==> src/rtl/core/afsk_pkg.sv <==
// shared types and constants for the afsk nrzi half-cycle generator
`timescale 1ns / 1ps

package afsk_pkg;

    // fixed field widths
    localparam int TIME_W   = 32;
    localparam int WIDTH_W  = 16;
    localparam int COUNT_W  = 16;
    localparam int CFG_IDX_W = 2;

    // input selector codes
    localparam logic [1:0] FUNC_DATA  = 2'd0;
    localparam logic [1:0] FUNC_FLUSH = 2'd1;
    localparam logic [1:0] FUNC_START = 2'd2;

    // register indexes on the config port
    localparam logic [CFG_IDX_W-1:0] REG_BIT_TIME       = 2'd0;
    localparam logic [CFG_IDX_W-1:0] REG_MARK_HALF      = 2'd1;
    localparam logic [CFG_IDX_W-1:0] REG_SPACE_HALF     = 2'd2;
    localparam logic [CFG_IDX_W-1:0] REG_PULSE_CAPACITY = 2'd3;

    // register reset values
    localparam logic [TIME_W-1:0]  BIT_TIME_RST       = 32'd54613333;
    localparam logic [TIME_W-1:0]  MARK_HALF_RST      = 32'd27306667;
    localparam logic [TIME_W-1:0]  SPACE_HALF_RST     = 32'd14894545;
    localparam logic [COUNT_W-1:0] PULSE_CAPACITY_RST = 16'd4096;

    // input item
    typedef struct packed {
        logic [1:0] func;
        logic       bit_req;
    } in_item_t;

    // result item
    typedef struct packed {
        logic [WIDTH_W-1:0] pulse_width;
        logic               last;
        logic               overflow;
    } out_item_t;

    // classified command from the front end
    typedef enum logic [1:0] {
        CMD_DATA,
        CMD_FLUSH,
        CMD_START
    } cmd_kind_e;

    typedef struct packed {
        cmd_kind_e kind;
        logic      bit_val;
    } cmd_t;

    // configuration bundle
    typedef struct packed {
        logic [TIME_W-1:0]  bit_time;
        logic [TIME_W-1:0]  mark_half;
        logic [TIME_W-1:0]  space_half;
        logic [COUNT_W-1:0] pulse_capacity;
    } cfg_t;

endpackage

==> src/rtl/core/afsk_queue.sv <==
// small register fifo with valid/ready on both sides
`timescale 1ns / 1ps

module afsk_queue #(
    parameter type item_t = logic,
    parameter int  DEPTH  = 2
) (
    input  logic  aclk,
    input  logic  aresetn,
    input  logic  in_valid,
    output logic  in_ready,
    input  item_t in_data,
    output logic  out_valid,
    input  logic  out_ready,
    output item_t out_data
);

    localparam int PW = (DEPTH > 1) ? $clog2(DEPTH) : 1;
    localparam int CNTW = $clog2(DEPTH + 1);

    item_t           store_reg [DEPTH];
    logic [PW-1:0]   wr_ptr_reg;
    logic [PW-1:0]   wr_ptr_next;
    logic [PW-1:0]   rd_ptr_reg;
    logic [PW-1:0]   rd_ptr_next;
    logic [CNTW-1:0] count_reg;
    logic [CNTW-1:0] count_next;
    logic            push;
    logic            pop;

    assign in_ready  = (count_reg != CNTW'(DEPTH));
    assign out_valid = (count_reg != '0);
    assign out_data  = store_reg[rd_ptr_reg];
    assign push      = in_valid && in_ready;
    assign pop       = out_valid && out_ready;

    // pointer and fill count update
    always_comb begin
        wr_ptr_next = wr_ptr_reg;
        rd_ptr_next = rd_ptr_reg;
        count_next  = count_reg;
        if (push) begin
            wr_ptr_next = (wr_ptr_reg == PW'(DEPTH - 1)) ? '0 : wr_ptr_reg + 1'b1;
        end
        if (pop) begin
            rd_ptr_next = (rd_ptr_reg == PW'(DEPTH - 1)) ? '0 : rd_ptr_reg + 1'b1;
        end
        if (push && !pop) begin
            count_next = count_reg + 1'b1;
        end else if (pop && !push) begin
            count_next = count_reg - 1'b1;
        end
    end

    always_ff @(posedge aclk) begin
        if (!aresetn) begin
            wr_ptr_reg <= '0;
            rd_ptr_reg <= '0;
            count_reg  <= '0;
        end else begin
            wr_ptr_reg <= wr_ptr_next;
            rd_ptr_reg <= rd_ptr_next;
            count_reg  <= count_next;
        end
    end

    // payload storage, no reset
    always_ff @(posedge aclk) begin
        if (push) begin
            store_reg[wr_ptr_reg] <= in_data;
        end
    end

endmodule

==> src/rtl/core/afsk_front.sv <==
// input front end: decodes the selector and queues commands for the engine
`timescale 1ns / 1ps

module afsk_front (
    input  logic               aclk,
    input  logic               aresetn,
    input  logic               s_valid,
    output logic               s_ready,
    input  afsk_pkg::in_item_t s_data,
    output logic               cmd_valid,
    input  logic               cmd_ready,
    output afsk_pkg::cmd_t     cmd_data
);

    afsk_pkg::cmd_t decoded;
    logic           known;

    // classify the selector, the unused code is dropped at the door
    always_comb begin
        decoded.kind    = afsk_pkg::CMD_DATA;
        decoded.bit_val = s_data.bit_req;
        known           = 1'b1;
        case (s_data.func)
            afsk_pkg::FUNC_DATA:  decoded.kind = afsk_pkg::CMD_DATA;
            afsk_pkg::FUNC_FLUSH: decoded.kind = afsk_pkg::CMD_FLUSH;
            afsk_pkg::FUNC_START: decoded.kind = afsk_pkg::CMD_START;
            default:              known        = 1'b0;
        endcase
    end

    // command queue toward the engine
    afsk_queue #(
        .item_t (afsk_pkg::cmd_t),
        .DEPTH  (2)
    ) u_cmd_queue (
        .aclk      (aclk),
        .aresetn   (aresetn),
        .in_valid  (s_valid && known),
        .in_ready  (s_ready),
        .in_data   (decoded),
        .out_valid (cmd_valid),
        .out_ready (cmd_ready),
        .out_data  (cmd_data)
    );

endmodule

==> src/rtl/core/afsk_engine.sv <==
// back end: nrzi tone tracking, half-cycle emission and carried rounding
`timescale 1ns / 1ps

module afsk_engine #(
    parameter int FRAC_BITS  = 16,
    parameter int MAX_PULSES = 16
) (
    input  logic                aclk,
    input  logic                aresetn,
    input  afsk_pkg::cfg_t      cfg,
    input  logic                cmd_valid,
    output logic                cmd_ready,
    input  afsk_pkg::cmd_t      cmd_data,
    output logic                res_valid,
    input  logic                res_ready,
    output afsk_pkg::out_item_t res_data
);

    localparam int TW   = afsk_pkg::TIME_W;
    localparam int WW   = afsk_pkg::WIDTH_W;
    localparam int CNW  = afsk_pkg::COUNT_W;
    localparam int CW   = FRAC_BITS + 2;
    localparam int VW   = TW + 2;
    localparam int RW   = (VW + 1 > WW + FRAC_BITS + 1) ? VW + 1 : WW + FRAC_BITS + 1;
    localparam int AW   = $clog2(MAX_PULSES + 1);
    localparam logic [FRAC_BITS-1:0] HALF_ONE = {1'b1, {(FRAC_BITS - 1){1'b0}}};
    localparam logic [CW-1:0] CARRY_MAX = {1'b0, {(FRAC_BITS + 1){1'b1}}};
    localparam logic [CW-1:0] CARRY_MIN = {1'b1, {(FRAC_BITS + 1){1'b0}}};

    typedef enum logic [1:0] {
        ST_IDLE,
        ST_PEND,
        ST_LOOP,
        ST_DONE
    } state_t;

    state_t          state_reg, state_next;
    logic            tone_mark_reg, tone_mark_next;
    logic [TW-1:0]   cur_half_reg, cur_half_next;
    logic [TW-1:0]   pend_time_reg, pend_time_next;
    logic [CW-1:0]   carry_reg, carry_next;
    logic [CNW-1:0]  emitted_reg, emitted_next;
    logic            ovf_reg, ovf_next;
    logic [TW:0]     accum_reg, accum_next;
    logic [TW-1:0]   tgt_half_reg, tgt_half_next;
    logic            flush_mode_reg, flush_mode_next;
    logic [AW-1:0]   attempts_reg, attempts_next;
    logic            item_ovf_reg, item_ovf_next;
    logic            held_valid_reg, held_valid_next;
    logic [WW-1:0]   held_width_reg, held_width_next;

    logic            new_tone;
    logic [TW-1:0]   new_half;
    logic [TW-1:0]   att_value;
    logic            att_block;
    logic            loop_more;
    logic            attempting;
    logic            proceed;
    logic [VW-1:0]   v;
    logic [VW-1:0]   whole_raw;
    logic [VW-1:0]   whole_rnd;
    logic            round_up;
    logic [WW-1:0]   rnd_width;
    logic [RW-1:0]   rem;
    logic            rem_hi;
    logic            rem_lo;
    logic [CW-1:0]   rnd_carry;

    // tone selected by the incoming bit
    assign new_tone = cmd_data.bit_val ? tone_mark_reg : !tone_mark_reg;
    assign new_half = new_tone ? cfg.mark_half : cfg.space_half;

    // emission attempt operand and limits
    assign att_value  = (state_reg == ST_PEND) ? pend_time_reg : cur_half_reg;
    assign att_block  = (attempts_reg >= AW'(MAX_PULSES)) ||
                        (emitted_reg >= cfg.pulse_capacity);
    assign loop_more  = (accum_reg >= {1'b0, cur_half_reg});
    assign attempting = (state_reg == ST_PEND) || ((state_reg == ST_LOOP) && loop_more);

    // carried round half to even
    always_comb begin
        v         = {2'b00, att_value} + {{(VW - CW){carry_reg[CW-1]}}, carry_reg};
        whole_raw = VW'($signed(v) >>> FRAC_BITS);
        round_up  = (v[FRAC_BITS-1:0] > HALF_ONE) ||
                    ((v[FRAC_BITS-1:0] == HALF_ONE) && whole_raw[0]);
        whole_rnd = whole_raw + VW'(round_up);
        if (whole_rnd[VW-1]) begin
            rnd_width = '0;
        end else if (|whole_rnd[VW-2:WW]) begin
            rnd_width = '1;
        end else begin
            rnd_width = whole_rnd[WW-1:0];
        end
        rem    = {{(RW - VW){v[VW-1]}}, v} -
                 {{(RW - WW - FRAC_BITS){1'b0}}, rnd_width, {FRAC_BITS{1'b0}}};
        rem_hi = !rem[RW-1] && (|rem[RW-2:FRAC_BITS+1]);
        rem_lo = rem[RW-1] && !(&rem[RW-2:FRAC_BITS+1]);
        if (rem_hi) begin
            rnd_carry = CARRY_MAX;
        end else if (rem_lo) begin
            rnd_carry = CARRY_MIN;
        end else begin
            rnd_carry = rem[CW-1:0];
        end
    end

    // result transfer: a held width moves out when a newer one replaces it, the last one at item close
    always_comb begin
        res_valid = 1'b0;
        res_data  = '{pulse_width: held_width_reg, last: 1'b0, overflow: 1'b0};
        if (attempting && !att_block && (rnd_width != '0) && held_valid_reg) begin
            res_valid = 1'b1;
        end else if ((state_reg == ST_DONE) && (held_valid_reg || item_ovf_reg)) begin
            res_valid = 1'b1;
            res_data  = '{pulse_width: held_valid_reg ? held_width_reg : '0,
                          last: 1'b1, overflow: item_ovf_reg};
        end
    end

    assign proceed   = !res_valid || res_ready;
    assign cmd_ready = (state_reg == ST_IDLE);

    // sequencer
    always_comb begin
        state_next      = state_reg;
        tone_mark_next  = tone_mark_reg;
        cur_half_next   = cur_half_reg;
        pend_time_next  = pend_time_reg;
        carry_next      = carry_reg;
        emitted_next    = emitted_reg;
        ovf_next        = ovf_reg;
        accum_next      = accum_reg;
        tgt_half_next   = tgt_half_reg;
        flush_mode_next = flush_mode_reg;
        attempts_next   = attempts_reg;
        item_ovf_next   = item_ovf_reg;
        held_valid_next = held_valid_reg;
        held_width_next = held_width_reg;

        // one emission attempt when allowed to move
        if (attempting && proceed) begin
            if (att_block) begin
                ovf_next      = 1'b1;
                item_ovf_next = 1'b1;
            end else begin
                attempts_next = attempts_reg + 1'b1;
                carry_next    = rnd_carry;
                if (rnd_width != '0) begin
                    held_valid_next = 1'b1;
                    held_width_next = rnd_width;
                    emitted_next    = emitted_reg + 1'b1;
                end
            end
        end

        case (state_reg)
            ST_IDLE: begin
                if (cmd_valid) begin
                    attempts_next   = '0;
                    item_ovf_next   = 1'b0;
                    held_valid_next = 1'b0;
                    case (cmd_data.kind)
                        afsk_pkg::CMD_START: begin
                            tone_mark_next = 1'b1;
                            cur_half_next  = '0;
                            pend_time_next = '0;
                            carry_next     = '0;
                            emitted_next   = '0;
                            ovf_next       = 1'b0;
                        end
                        afsk_pkg::CMD_FLUSH: begin
                            if (!ovf_reg) begin
                                if (pend_time_reg != '0) begin
                                    flush_mode_next = 1'b1;
                                    state_next      = ST_PEND;
                                end else begin
                                    cur_half_next = '0;
                                end
                            end
                        end
                        afsk_pkg::CMD_DATA: begin
                            if (!ovf_reg) begin
                                tone_mark_next = new_tone;
                                if (cur_half_reg == '0) begin
                                    cur_half_next  = new_half;
                                    pend_time_next = '0;
                                    accum_next     = {1'b0, cfg.bit_time};
                                    state_next     = ST_LOOP;
                                end else if (new_half != cur_half_reg) begin
                                    if (pend_time_reg != '0) begin
                                        tgt_half_next   = new_half;
                                        flush_mode_next = 1'b0;
                                        state_next      = ST_PEND;
                                    end else begin
                                        cur_half_next = new_half;
                                        accum_next    = {1'b0, cfg.bit_time};
                                        state_next    = ST_LOOP;
                                    end
                                end else begin
                                    accum_next = {1'b0, pend_time_reg} + {1'b0, cfg.bit_time};
                                    state_next = ST_LOOP;
                                end
                            end
                        end
                        default: begin
                        end
                    endcase
                end
            end
            ST_PEND: begin
                if (proceed) begin
                    if (att_block) begin
                        state_next = ST_DONE;
                    end else if (flush_mode_reg) begin
                        pend_time_next = '0;
                        cur_half_next  = '0;
                        state_next     = ST_DONE;
                    end else begin
                        cur_half_next  = tgt_half_reg;
                        pend_time_next = '0;
                        accum_next     = {1'b0, cfg.bit_time};
                        state_next     = ST_LOOP;
                    end
                end
            end
            ST_LOOP: begin
                if (!loop_more) begin
                    pend_time_next = accum_reg[TW-1:0];
                    state_next     = ST_DONE;
                end else if (proceed) begin
                    if (att_block) begin
                        state_next = ST_DONE;
                    end else begin
                        accum_next = accum_reg - {1'b0, cur_half_reg};
                    end
                end
            end
            ST_DONE: begin
                if (proceed) begin
                    held_valid_next = 1'b0;
                    state_next      = ST_IDLE;
                end
            end
            default: begin
                state_next = ST_IDLE;
            end
        endcase
    end

    always_ff @(posedge aclk) begin
        if (!aresetn) begin
            state_reg      <= ST_IDLE;
            tone_mark_reg  <= 1'b1;
            cur_half_reg   <= '0;
            pend_time_reg  <= '0;
            carry_reg      <= '0;
            emitted_reg    <= '0;
            ovf_reg        <= 1'b0;
            item_ovf_reg   <= 1'b0;
            held_valid_reg <= 1'b0;
            attempts_reg   <= '0;
            flush_mode_reg <= 1'b0;
        end else begin
            state_reg      <= state_next;
            tone_mark_reg  <= tone_mark_next;
            cur_half_reg   <= cur_half_next;
            pend_time_reg  <= pend_time_next;
            carry_reg      <= carry_next;
            emitted_reg    <= emitted_next;
            ovf_reg        <= ovf_next;
            item_ovf_reg   <= item_ovf_next;
            held_valid_reg <= held_valid_next;
            attempts_reg   <= attempts_next;
            flush_mode_reg <= flush_mode_next;
        end
    end

    // working registers, no reset
    always_ff @(posedge aclk) begin
        accum_reg      <= accum_next;
        tgt_half_reg   <= tgt_half_next;
        held_width_reg <= held_width_next;
    end

endmodule

==> src/rtl/core/afsk_nrzi_half_cycle_generator.sv <==
// Flow: the engine takes each input from the front-end queue; a data bit then makes its
// emission attempts (a tone-change flush counts as one, at most MAX_PULSES_PER_ITEM), ends the
// loop or hits a limit, and passes a closing state that sends its last result; a flush with
// pending time passes the pending and closing states, and a start is taken in the idle state.
// A new command is taken only once the last one has closed, and output stalls hold the engine.
// Reset: config registers return to their defaults, tone is mark, timing state and queues clear.
`timescale 1ns / 1ps

module afsk_nrzi_half_cycle_generator #(
    parameter int TIME_FRAC_BITS      = 16,
    parameter int MAX_PULSES_PER_ITEM = 16
) (
    input  logic                                aclk,
    input  logic                                aresetn,
    input  logic                                cfg_wr_en,
    input  logic [afsk_pkg::CFG_IDX_W-1:0]      cfg_index,
    input  logic [afsk_pkg::TIME_W-1:0]         cfg_wdata,
    input  logic                                s_valid,
    output logic                                s_ready,
    input  afsk_pkg::in_item_t                  s_data,
    output logic                                m_valid,
    input  logic                                m_ready,
    output afsk_pkg::out_item_t                 m_data
);

    afsk_pkg::cfg_t      cfg_reg;
    afsk_pkg::cfg_t      cfg_next;
    logic                cmd_valid;
    logic                cmd_ready;
    afsk_pkg::cmd_t      cmd_data;
    logic                res_valid;
    logic                res_ready;
    afsk_pkg::out_item_t res_data;

    // configuration register writes
    always_comb begin
        cfg_next = cfg_reg;
        if (cfg_wr_en) begin
            case (cfg_index)
                afsk_pkg::REG_BIT_TIME:       cfg_next.bit_time   = cfg_wdata;
                afsk_pkg::REG_MARK_HALF:      cfg_next.mark_half  = cfg_wdata;
                afsk_pkg::REG_SPACE_HALF:     cfg_next.space_half = cfg_wdata;
                afsk_pkg::REG_PULSE_CAPACITY:
                    cfg_next.pulse_capacity = cfg_wdata[afsk_pkg::COUNT_W-1:0];
                default: begin
                end
            endcase
        end
    end

    always_ff @(posedge aclk) begin
        if (!aresetn) begin
            cfg_reg.bit_time       <= afsk_pkg::BIT_TIME_RST;
            cfg_reg.mark_half      <= afsk_pkg::MARK_HALF_RST;
            cfg_reg.space_half     <= afsk_pkg::SPACE_HALF_RST;
            cfg_reg.pulse_capacity <= afsk_pkg::PULSE_CAPACITY_RST;
        end else begin
            cfg_reg <= cfg_next;
        end
    end

    // front end: decode and command queue
    afsk_front u_front (
        .aclk      (aclk),
        .aresetn   (aresetn),
        .s_valid   (s_valid),
        .s_ready   (s_ready),
        .s_data    (s_data),
        .cmd_valid (cmd_valid),
        .cmd_ready (cmd_ready),
        .cmd_data  (cmd_data)
    );

    // back end: half-cycle engine
    afsk_engine #(
        .FRAC_BITS  (TIME_FRAC_BITS),
        .MAX_PULSES (MAX_PULSES_PER_ITEM)
    ) u_engine (
        .aclk      (aclk),
        .aresetn   (aresetn),
        .cfg       (cfg_reg),
        .cmd_valid (cmd_valid),
        .cmd_ready (cmd_ready),
        .cmd_data  (cmd_data),
        .res_valid (res_valid),
        .res_ready (res_ready),
        .res_data  (res_data)
    );

    // result queue toward the output port
    afsk_queue #(
        .item_t (afsk_pkg::out_item_t),
        .DEPTH  (2)
    ) u_res_queue (
        .aclk      (aclk),
        .aresetn   (aresetn),
        .in_valid  (res_valid),
        .in_ready  (res_ready),
        .in_data   (res_data),
        .out_valid (m_valid),
        .out_ready (m_ready),
        .out_data  (m_data)
    );

    // overflow is only ever flagged on the closing result of an item
    assert property (@(posedge aclk) disable iff (!aresetn)
        m_valid |-> (!m_data.overflow || m_data.last))
        else $error("overflow flagged on a result that is not last");

    // the engine holds a stalled result until the queue takes it
    assert property (@(posedge aclk) disable iff (!aresetn)
        (res_valid && !res_ready) |=> (res_valid && $stable(res_data)))
        else $error("engine result dropped or changed under stall");

    // nothing leaves the block right after reset
    assert property (@(posedge aclk)
        !aresetn |=> !m_valid)
        else $error("result valid right after reset");

endmodule

==> config.mk <==
export PLATFORM = sky130hd
export DESIGN_NAME = afsk_nrzi_half_cycle_generator
export DESIGN_NICKNAME = d
export VERILOG_FILES = /design/src/rtl/core/afsk_pkg.sv /design/src/rtl/core/afsk_queue.sv /design/src/rtl/core/afsk_front.sv /design/src/rtl/core/afsk_engine.sv /design/src/rtl/core/afsk_nrzi_half_cycle_generator.sv
export SDC_FILE = /design/constraint.sdc
export NUM_CORES = 1
export LEC_CHECK = 0
export BUFFER_PORTS_ARGS = -buffer_cell sky130_fd_sc_hd__buf_2
export CAP_MARGIN = 0
export CORE_MARGIN = 2
export CORE_UTILIZATION = 55
export CTS_CLUSTER_DIAMETER = 150
export DETAILED_ROUTE_END_ITERATION = 6
export PLACE_DENSITY = 0.82
export SYNTH_ARGS = -nofsm -noshare
export SYNTH_HDL_FRONTEND = slang
export SYNTH_HIERARCHICAL = 1
export SYNTH_SLANG_ARGS = --single-unit
==> constraint.sdc <==
create_clock -name aclk -period 12 [get_ports aclk]
set_input_delay 1.8 -clock aclk [delete_from_list [all_inputs] [get_ports aclk]]
set_output_delay 1.8 -clock aclk [all_outputs]
set_load 0.01 [all_outputs]
* After elaboration in Yosys (flattened, before gate mapping)
Memories as Yosys holds them, arrays and structs flattened. A register that Yosys moved wholly into a read port is not among the register bits.
Index checks and enable logic that the tools add are counted.
** Word-level totals
- Register bits after elaboration :: 311
- Latch bits :: 0
- Memory bits (writable) :: 42
- ROM bits :: 0
- Input port bits :: 42
- Output and inout bits :: 20
- Word-level logic and storage cells :: 273
- Memories :: 2
** Memory list
- u_res_queue.store_reg :: depth 2, width 18, rd ports 1, clocked after memory_dff 1, write ports 1, line afsk_queue.sv:21 : item_t store_reg [DEPTH];
- u_front.u_cmd_queue.store_reg :: depth 2, width 3, rd ports 1, clocked after memory_dff 1, write ports 1, line afsk_queue.sv:21
** Cells by class
- Add/sub/neg operators :: 15
- Multiply operators :: 0
- Div/mod/pow operators :: 0
- Order comparisons :: 4
- Eq/ne operators :: 44
- Shift-type cells :: 0
- Muxes and demuxes :: 118
- Bitwise gates (word level) :: 3
- Reduce and logical (&&, ||, !) cells :: 63
** Operator list (number)
- 32-bit two-way mux :: 18
- 33-bit two-way mux :: 12
- 32-bit case mux with 3 select lines :: 2
- 18-bit two-way mux :: 9
- 16-bit two-way mux :: 9
- 32-bit case mux with 2 select lines :: 2
- 33-bit case mux with 3 select lines :: 1
- 1-bit two-way mux :: 38
- 34-bit by 33-bit subtractor with 35-bit output :: 1
- 33-bit by 18-bit adder with 34-bit output :: 1
- 2-bit two-way mux :: 17
- 17-bit OR reduction :: 2
- 32-bit by 32-bit adder with 33-bit output :: 1
- 33-bit by 32-bit >= comparator with 1-bit output :: 1
- 33-bit by 32-bit subtractor with 33-bit output :: 1
- 32-bit logical NOT :: 1
- 32-bit inequality test :: 1
- 32-bit nonzero test :: 1
- 2-bit inequality test, second input constant :: 11
- 5-bit two-way mux :: 4
- 18-bit by 2-bit adder with 19-bit output :: 1
- 1-bit logical AND :: 18
- 9-bit AND reduction :: 2
- 17-bit AND reduction :: 1
- other kinds (36) :: 92

* Longest topological paths before layout
- Depth after elaboration :: 21
- Depth in mapped cells :: 47
- Mapped depth without buffers :: 41

* By module
Netlist, hierarchy kept.
** By module, submodules not included
- afsk_engine :: instances 1, cells each 2087, area each 17259.1 sq um, seq. area each 4634.4 sq um
- afsk_nrzi_half_cycle_generator :: instances 1, cells each 430, area each 4404.2 sq um, seq. area each 2242.2 sq um
- afsk_queue (u_res_queue) :: instances 1, cells each 80, area each 1539.0 sq um, seq. area each 1181.1 sq um
- afsk_queue (u_front.u_cmd_queue) :: instances 1, cells each 33, area each 456.7 sq um, seq. area each 280.3 sq um
- afsk_front :: instances 1, cells each 3, area each 22.5 sq um, seq. area each 0.0 sq um

* Worst setup path before layout
Ideal clock, no wire load.
- Path kind :: reg-to-reg
- Start :: register u_engine.state_reg[1]
- End :: register u_engine.carry_reg[10]
- Library setup time :: 122 ps
- Arrival time :: 8769 ps
- Data required time :: 11878 ps
- Slack :: 3110 ps
- Cell stages (with the launch flop) :: 45
- Cell sequence :: dfxtp_1 -> inv_1 -> ha_1 -> clkbuf_1 -> clkbuf_1 -> clkbuf_1 -> clkbuf_1 -> nand2_1 -> o21ai_0 -> inv_1 -> fa_1 -> nand2b_1 -> a21o_1 -> a21oi_2 -> a2111oi_4 -> nor2_1 -> xor2_1 -> nor2_1 -> [9 not listed] -> clkbuf_1 -> o21ai_0 -> ha_1 -> nor2b_1 -> o21ai_0 -> a21boi_0 -> o21ai_0 -> a211oi_1 -> or4b_2 -> nand2_1 -> o21ai_0 -> and2_1 -> a31oi_1 -> nand3_1 -> a21o_1 -> nor2_2 -> buf_2 -> a21oi_1
** On the way
- Word-level cells in the longest chain between the ends :: 21
- Elaborated cells on any way between the ends :: 40
** Ends and longest elaborated chain
- start, declared :: line afsk_engine.sv:37 : state_t state_reg, state_next;
- start signal, assigned :: line afsk_engine.sv:264 : state_reg <= state_next;
- parallel branches: the longest is 20 deep, another holds 34-bit by 33-bit subtractor with 35-bit output
- 18-bit two-way mux * :: line afsk_engine.sv:156 : case (state_reg)
- end signal, assigned :: line afsk_engine.sv:268 : carry_reg <= carry_next;
- end, declared :: line afsk_engine.sv:41 : logic [CW-1:0] carry_reg, carry_next;
Every way passes the cells marked *.
A chain may end at the register's enable or synchronous reset.

* Final worst setup path
- Start :: register u_engine.state_reg[1]
- End :: register u_engine.carry_reg[4]
Same word-level chain as after synthesis.

==> flow_metrics.tcl <==
set metrics [dict create \
    drv_slew 0 \
    clk_path_buf_depth 3 \
    yosys_warnings 6 \
    cts_setup_buffers 0 \
    htreeDepth 2 \
    fin_crit_sh_pct 87.5 \
    power_w 0.00602 \
    required_ps 12400 \
    ff2ff_path_depth 37 \
    synth_seq_cells 355 \
    gp_congestion 0.950 \
    final_cell_mix "299 x nand2_1, 232 x dfxtp_1, 168 x mux2i_1" \
    hold_viol 0 \
    netlist.area_leader.share_pct 19.6 \
    tritoncts "yes" \
    grt_pass1_vias 20000 \
    p_leak_nw 10.3 \
    async_reset_ff_share_pct 0 \
    rsz0062_at_grt "false" \
    drt-initial-drc-count 2358 \
    grt_pass1_wl_um 107000 \
    p_per_area_nw_per_um2 235 \
    syn_to_final_growth_pct 8.07 \
    startpoint_type "register" \
    yosys.area.top_type "dfxtp_1" \
    synthesis.instances 2633 \
    ys_top_cells_by_area "dfxtp_1 20%, edfxtp_1 16%, ha_1 7.4%" \
    placementRows 76 \
    cp.arrival_ps 10900 \
    route.antenna.remaining_nets 0 \
    status "finished clean" \
    peakVddDrop_uv 140 \
    max_freq_mhz 95.2 \
    clock-root-buffer "clkbuf_16" \
    seq_area_frac_synth_pct 35.2 \
    cts.reportedPaths.clkPinSlew_ps 70 \
    r2r_start "u_engine/state_reg[1]$_SDFFE_PN0P_" \
    place_area_um2 24300 \
    final.setup.tns_ps 0 \
    vias 20500 \
    dp_hpwl_um 49900 \
    vias_per_cell 6.41 \
    final_common_cell "nand2_1" \
    hp-start "cfg_reg[64]$_SDFFE_PN0P_" \
    cts_hold_buf 0 \
    cap_violations 0 \
    fin_nets 2810 \
    crit_type "register to register" \
    ys_types 107 \
    start_util_pct 55.3 \
    die_area_um2 44700 \
    cpMaxStageDelayCell "nor3_1" \
    clock_latency_ps 580 \
    tightest_slew_ps 1290 \
    fin_skew_ps 37.0 \
    cts_buffers 38 \
    largest_reg_flops 112 \
    r2r_end "u_engine/carry_reg[4]$_SDFF_PN0_" \
    hold_class "register to register" \
    grt_start_max_net_pins 140 \
    syn-num-nets 2819 \
    ys.flop_type "dfxtp_1" \
    wl_per_cell_um 21.2 \
    drc 0 \
    diodes 0 \
    fin_area_um2 25600 \
    syn_area_per_cell_um2 8.99 \
    worstPathMaxFanout 57 \
    grt_usage_pct 30.0 \
    core-area_um2 42800 \
    end_kind "register" \
    min_to "cfg_reg[64]$_SDFFE_PN0P_" \
    cts_resized 0 \
    fin_crit_ps 10500 \
    cts_sinks 355 \
    drive_gt1_share_pct 10.1 \
    min_path_cells 2 \
    grt_antenna_before_repair 0 \
    gr-total-overflow 0 \
    fin_util_pct 59.8 \
    dr.pass1.iters 6 \
    critPathMostFrequentCell "o21ai_0" \
    die_x_um 212 \
    die_y_um 212 \
    pin_count 62 \
    setup_viol 0 \
    synth-edff-count 123 \
    reg2reg_slack_ps 1500 \
    wl_um 67700 \
    port-buffer-count 61 \
    netlist_area_um2 23700 \
    slew_headroom_pct 14.0 \
    slowest_delay_ps 920 \
]
[worst max-delay path by stage]
| stage | start | to | slack (ps) | depth (start not counted) |
|---|---|---|---|---|
| final | u_engine/state_reg[1]$_SDFFE_PN0P_ | u_engine/carry_reg[4]$_SDFF_PN0_ | 1500 | 37 |
| after detailed placement | u_engine/state_reg[1]$_SDFFE_PN0P_ | u_engine/carry_reg[4]$_SDFF_PN0_ | 1720 | 37 |
| after global routing | u_engine/state_reg[1]$_SDFFE_PN0P_ | u_engine/carry_reg[2]$_SDFF_PN0_ | 470 | 37 |
| after CTS | u_engine/state_reg[1]$_SDFFE_PN0P_ | u_engine/carry_reg[4]$_SDFF_PN0_ | 1690 | 37 |
| after floorplan | u_engine/state_reg[1]$_SDFFE_PN0P_ | u_engine/carry_reg[10]$_SDFF_PN0_ | 3110 | 44 |
| after global placement | u_engine/state_reg[1]$_SDFFE_PN0P_ | u_engine/carry_reg[5]$_SDFF_PN0_ | 2360 | 37 |
[layout make-up]
type	count	area (µm²)
Clock buffer	52	1120
Multi-Input combinational cell	2020	14300
Tap cell	546	683
Clock inverter	18	223
Fill cell	3552	17200
Inverter	122	458
Timing Repair Buffer	87	507
Sequential cell	355	8340
[cells by family (layout without fill, tap and decap cells)]
logic type | after synthesis | in the layout | share of synthesized area, %
buffers and inverters | 258 | 279 | 4.78
AO/OA/AOI/OAI | 625 | 625 | 18.0
adder cells (fa/ha/maj) | 144 | 144 | 7.73
multiplexers | 228 | 228 | 9.95
XOR/XNOR | 139 | 139 | 5.24
AND/OR/NAND/NOR | 884 | 884 | 19.1
flip-flops | 355 | 355 | 35.2
[through the flow]
step | instances | setup slack [ps] | hold slack [ps]
2_1_floorplan | 2633 | 3110 | 431
3_3_place_gp | 3130 | 2360 | 441
3_5_place_dp | 3130 | 1720 | 448
4_1_cts | 3200 | 1690 | 459
5_1_grt | 3200 | 473 | 468
6_report | 3200 | 1500 | 459
[Yosys cell counts, drive strengths merged, types with 20 or more instances]
cell	n
nor2	111
o31a	35
mux2	60
xor2	42
ha	140
mux2i	168
and3	59
a22o	32
inv	122
o211ai	20
nand2	299
dfxtp	232
edfxtp	123
nand3	78
o21ai	147
a21oi	135
nand2b	28
nand4	29
a22oi	45
a211oi	20
clkbuf	89
xnor2	96
buf	47
nor4	33
nor3	65
nor2b	61
a21o	66
and2	42
[worst max-delay path: cells and delay by family, from the launching register on]
kind	cells	cell delay [ps]
AO/OA/AOI/OAI	15	3530
XOR/XNOR	1	270
AND/OR/NAND/NOR	14	4060
flip-flops	1	340
adder cells (fa/ha/maj)	5	1560
buffers and inverters	2	560
[where the power goes]
part | leakage (nW) | internal, W | switching (W)
sequential | 3.01 | 0.00152 | 0.000153
combinational | 6.66 | 0.00116 | 0.00194
clock | 0.651 | 0.000745 | 0.000510
total | 10.3 | 0.00342 | 0.00260
[routing by layer]
metal,share of wire [%],GRT usage [%]
met5,0,0
met4,4.5,14.1
met3,8.2,4.85
met2,45,48.4
met1,42,39.5
Note: power is estimated with default switching activity, not from simulation.
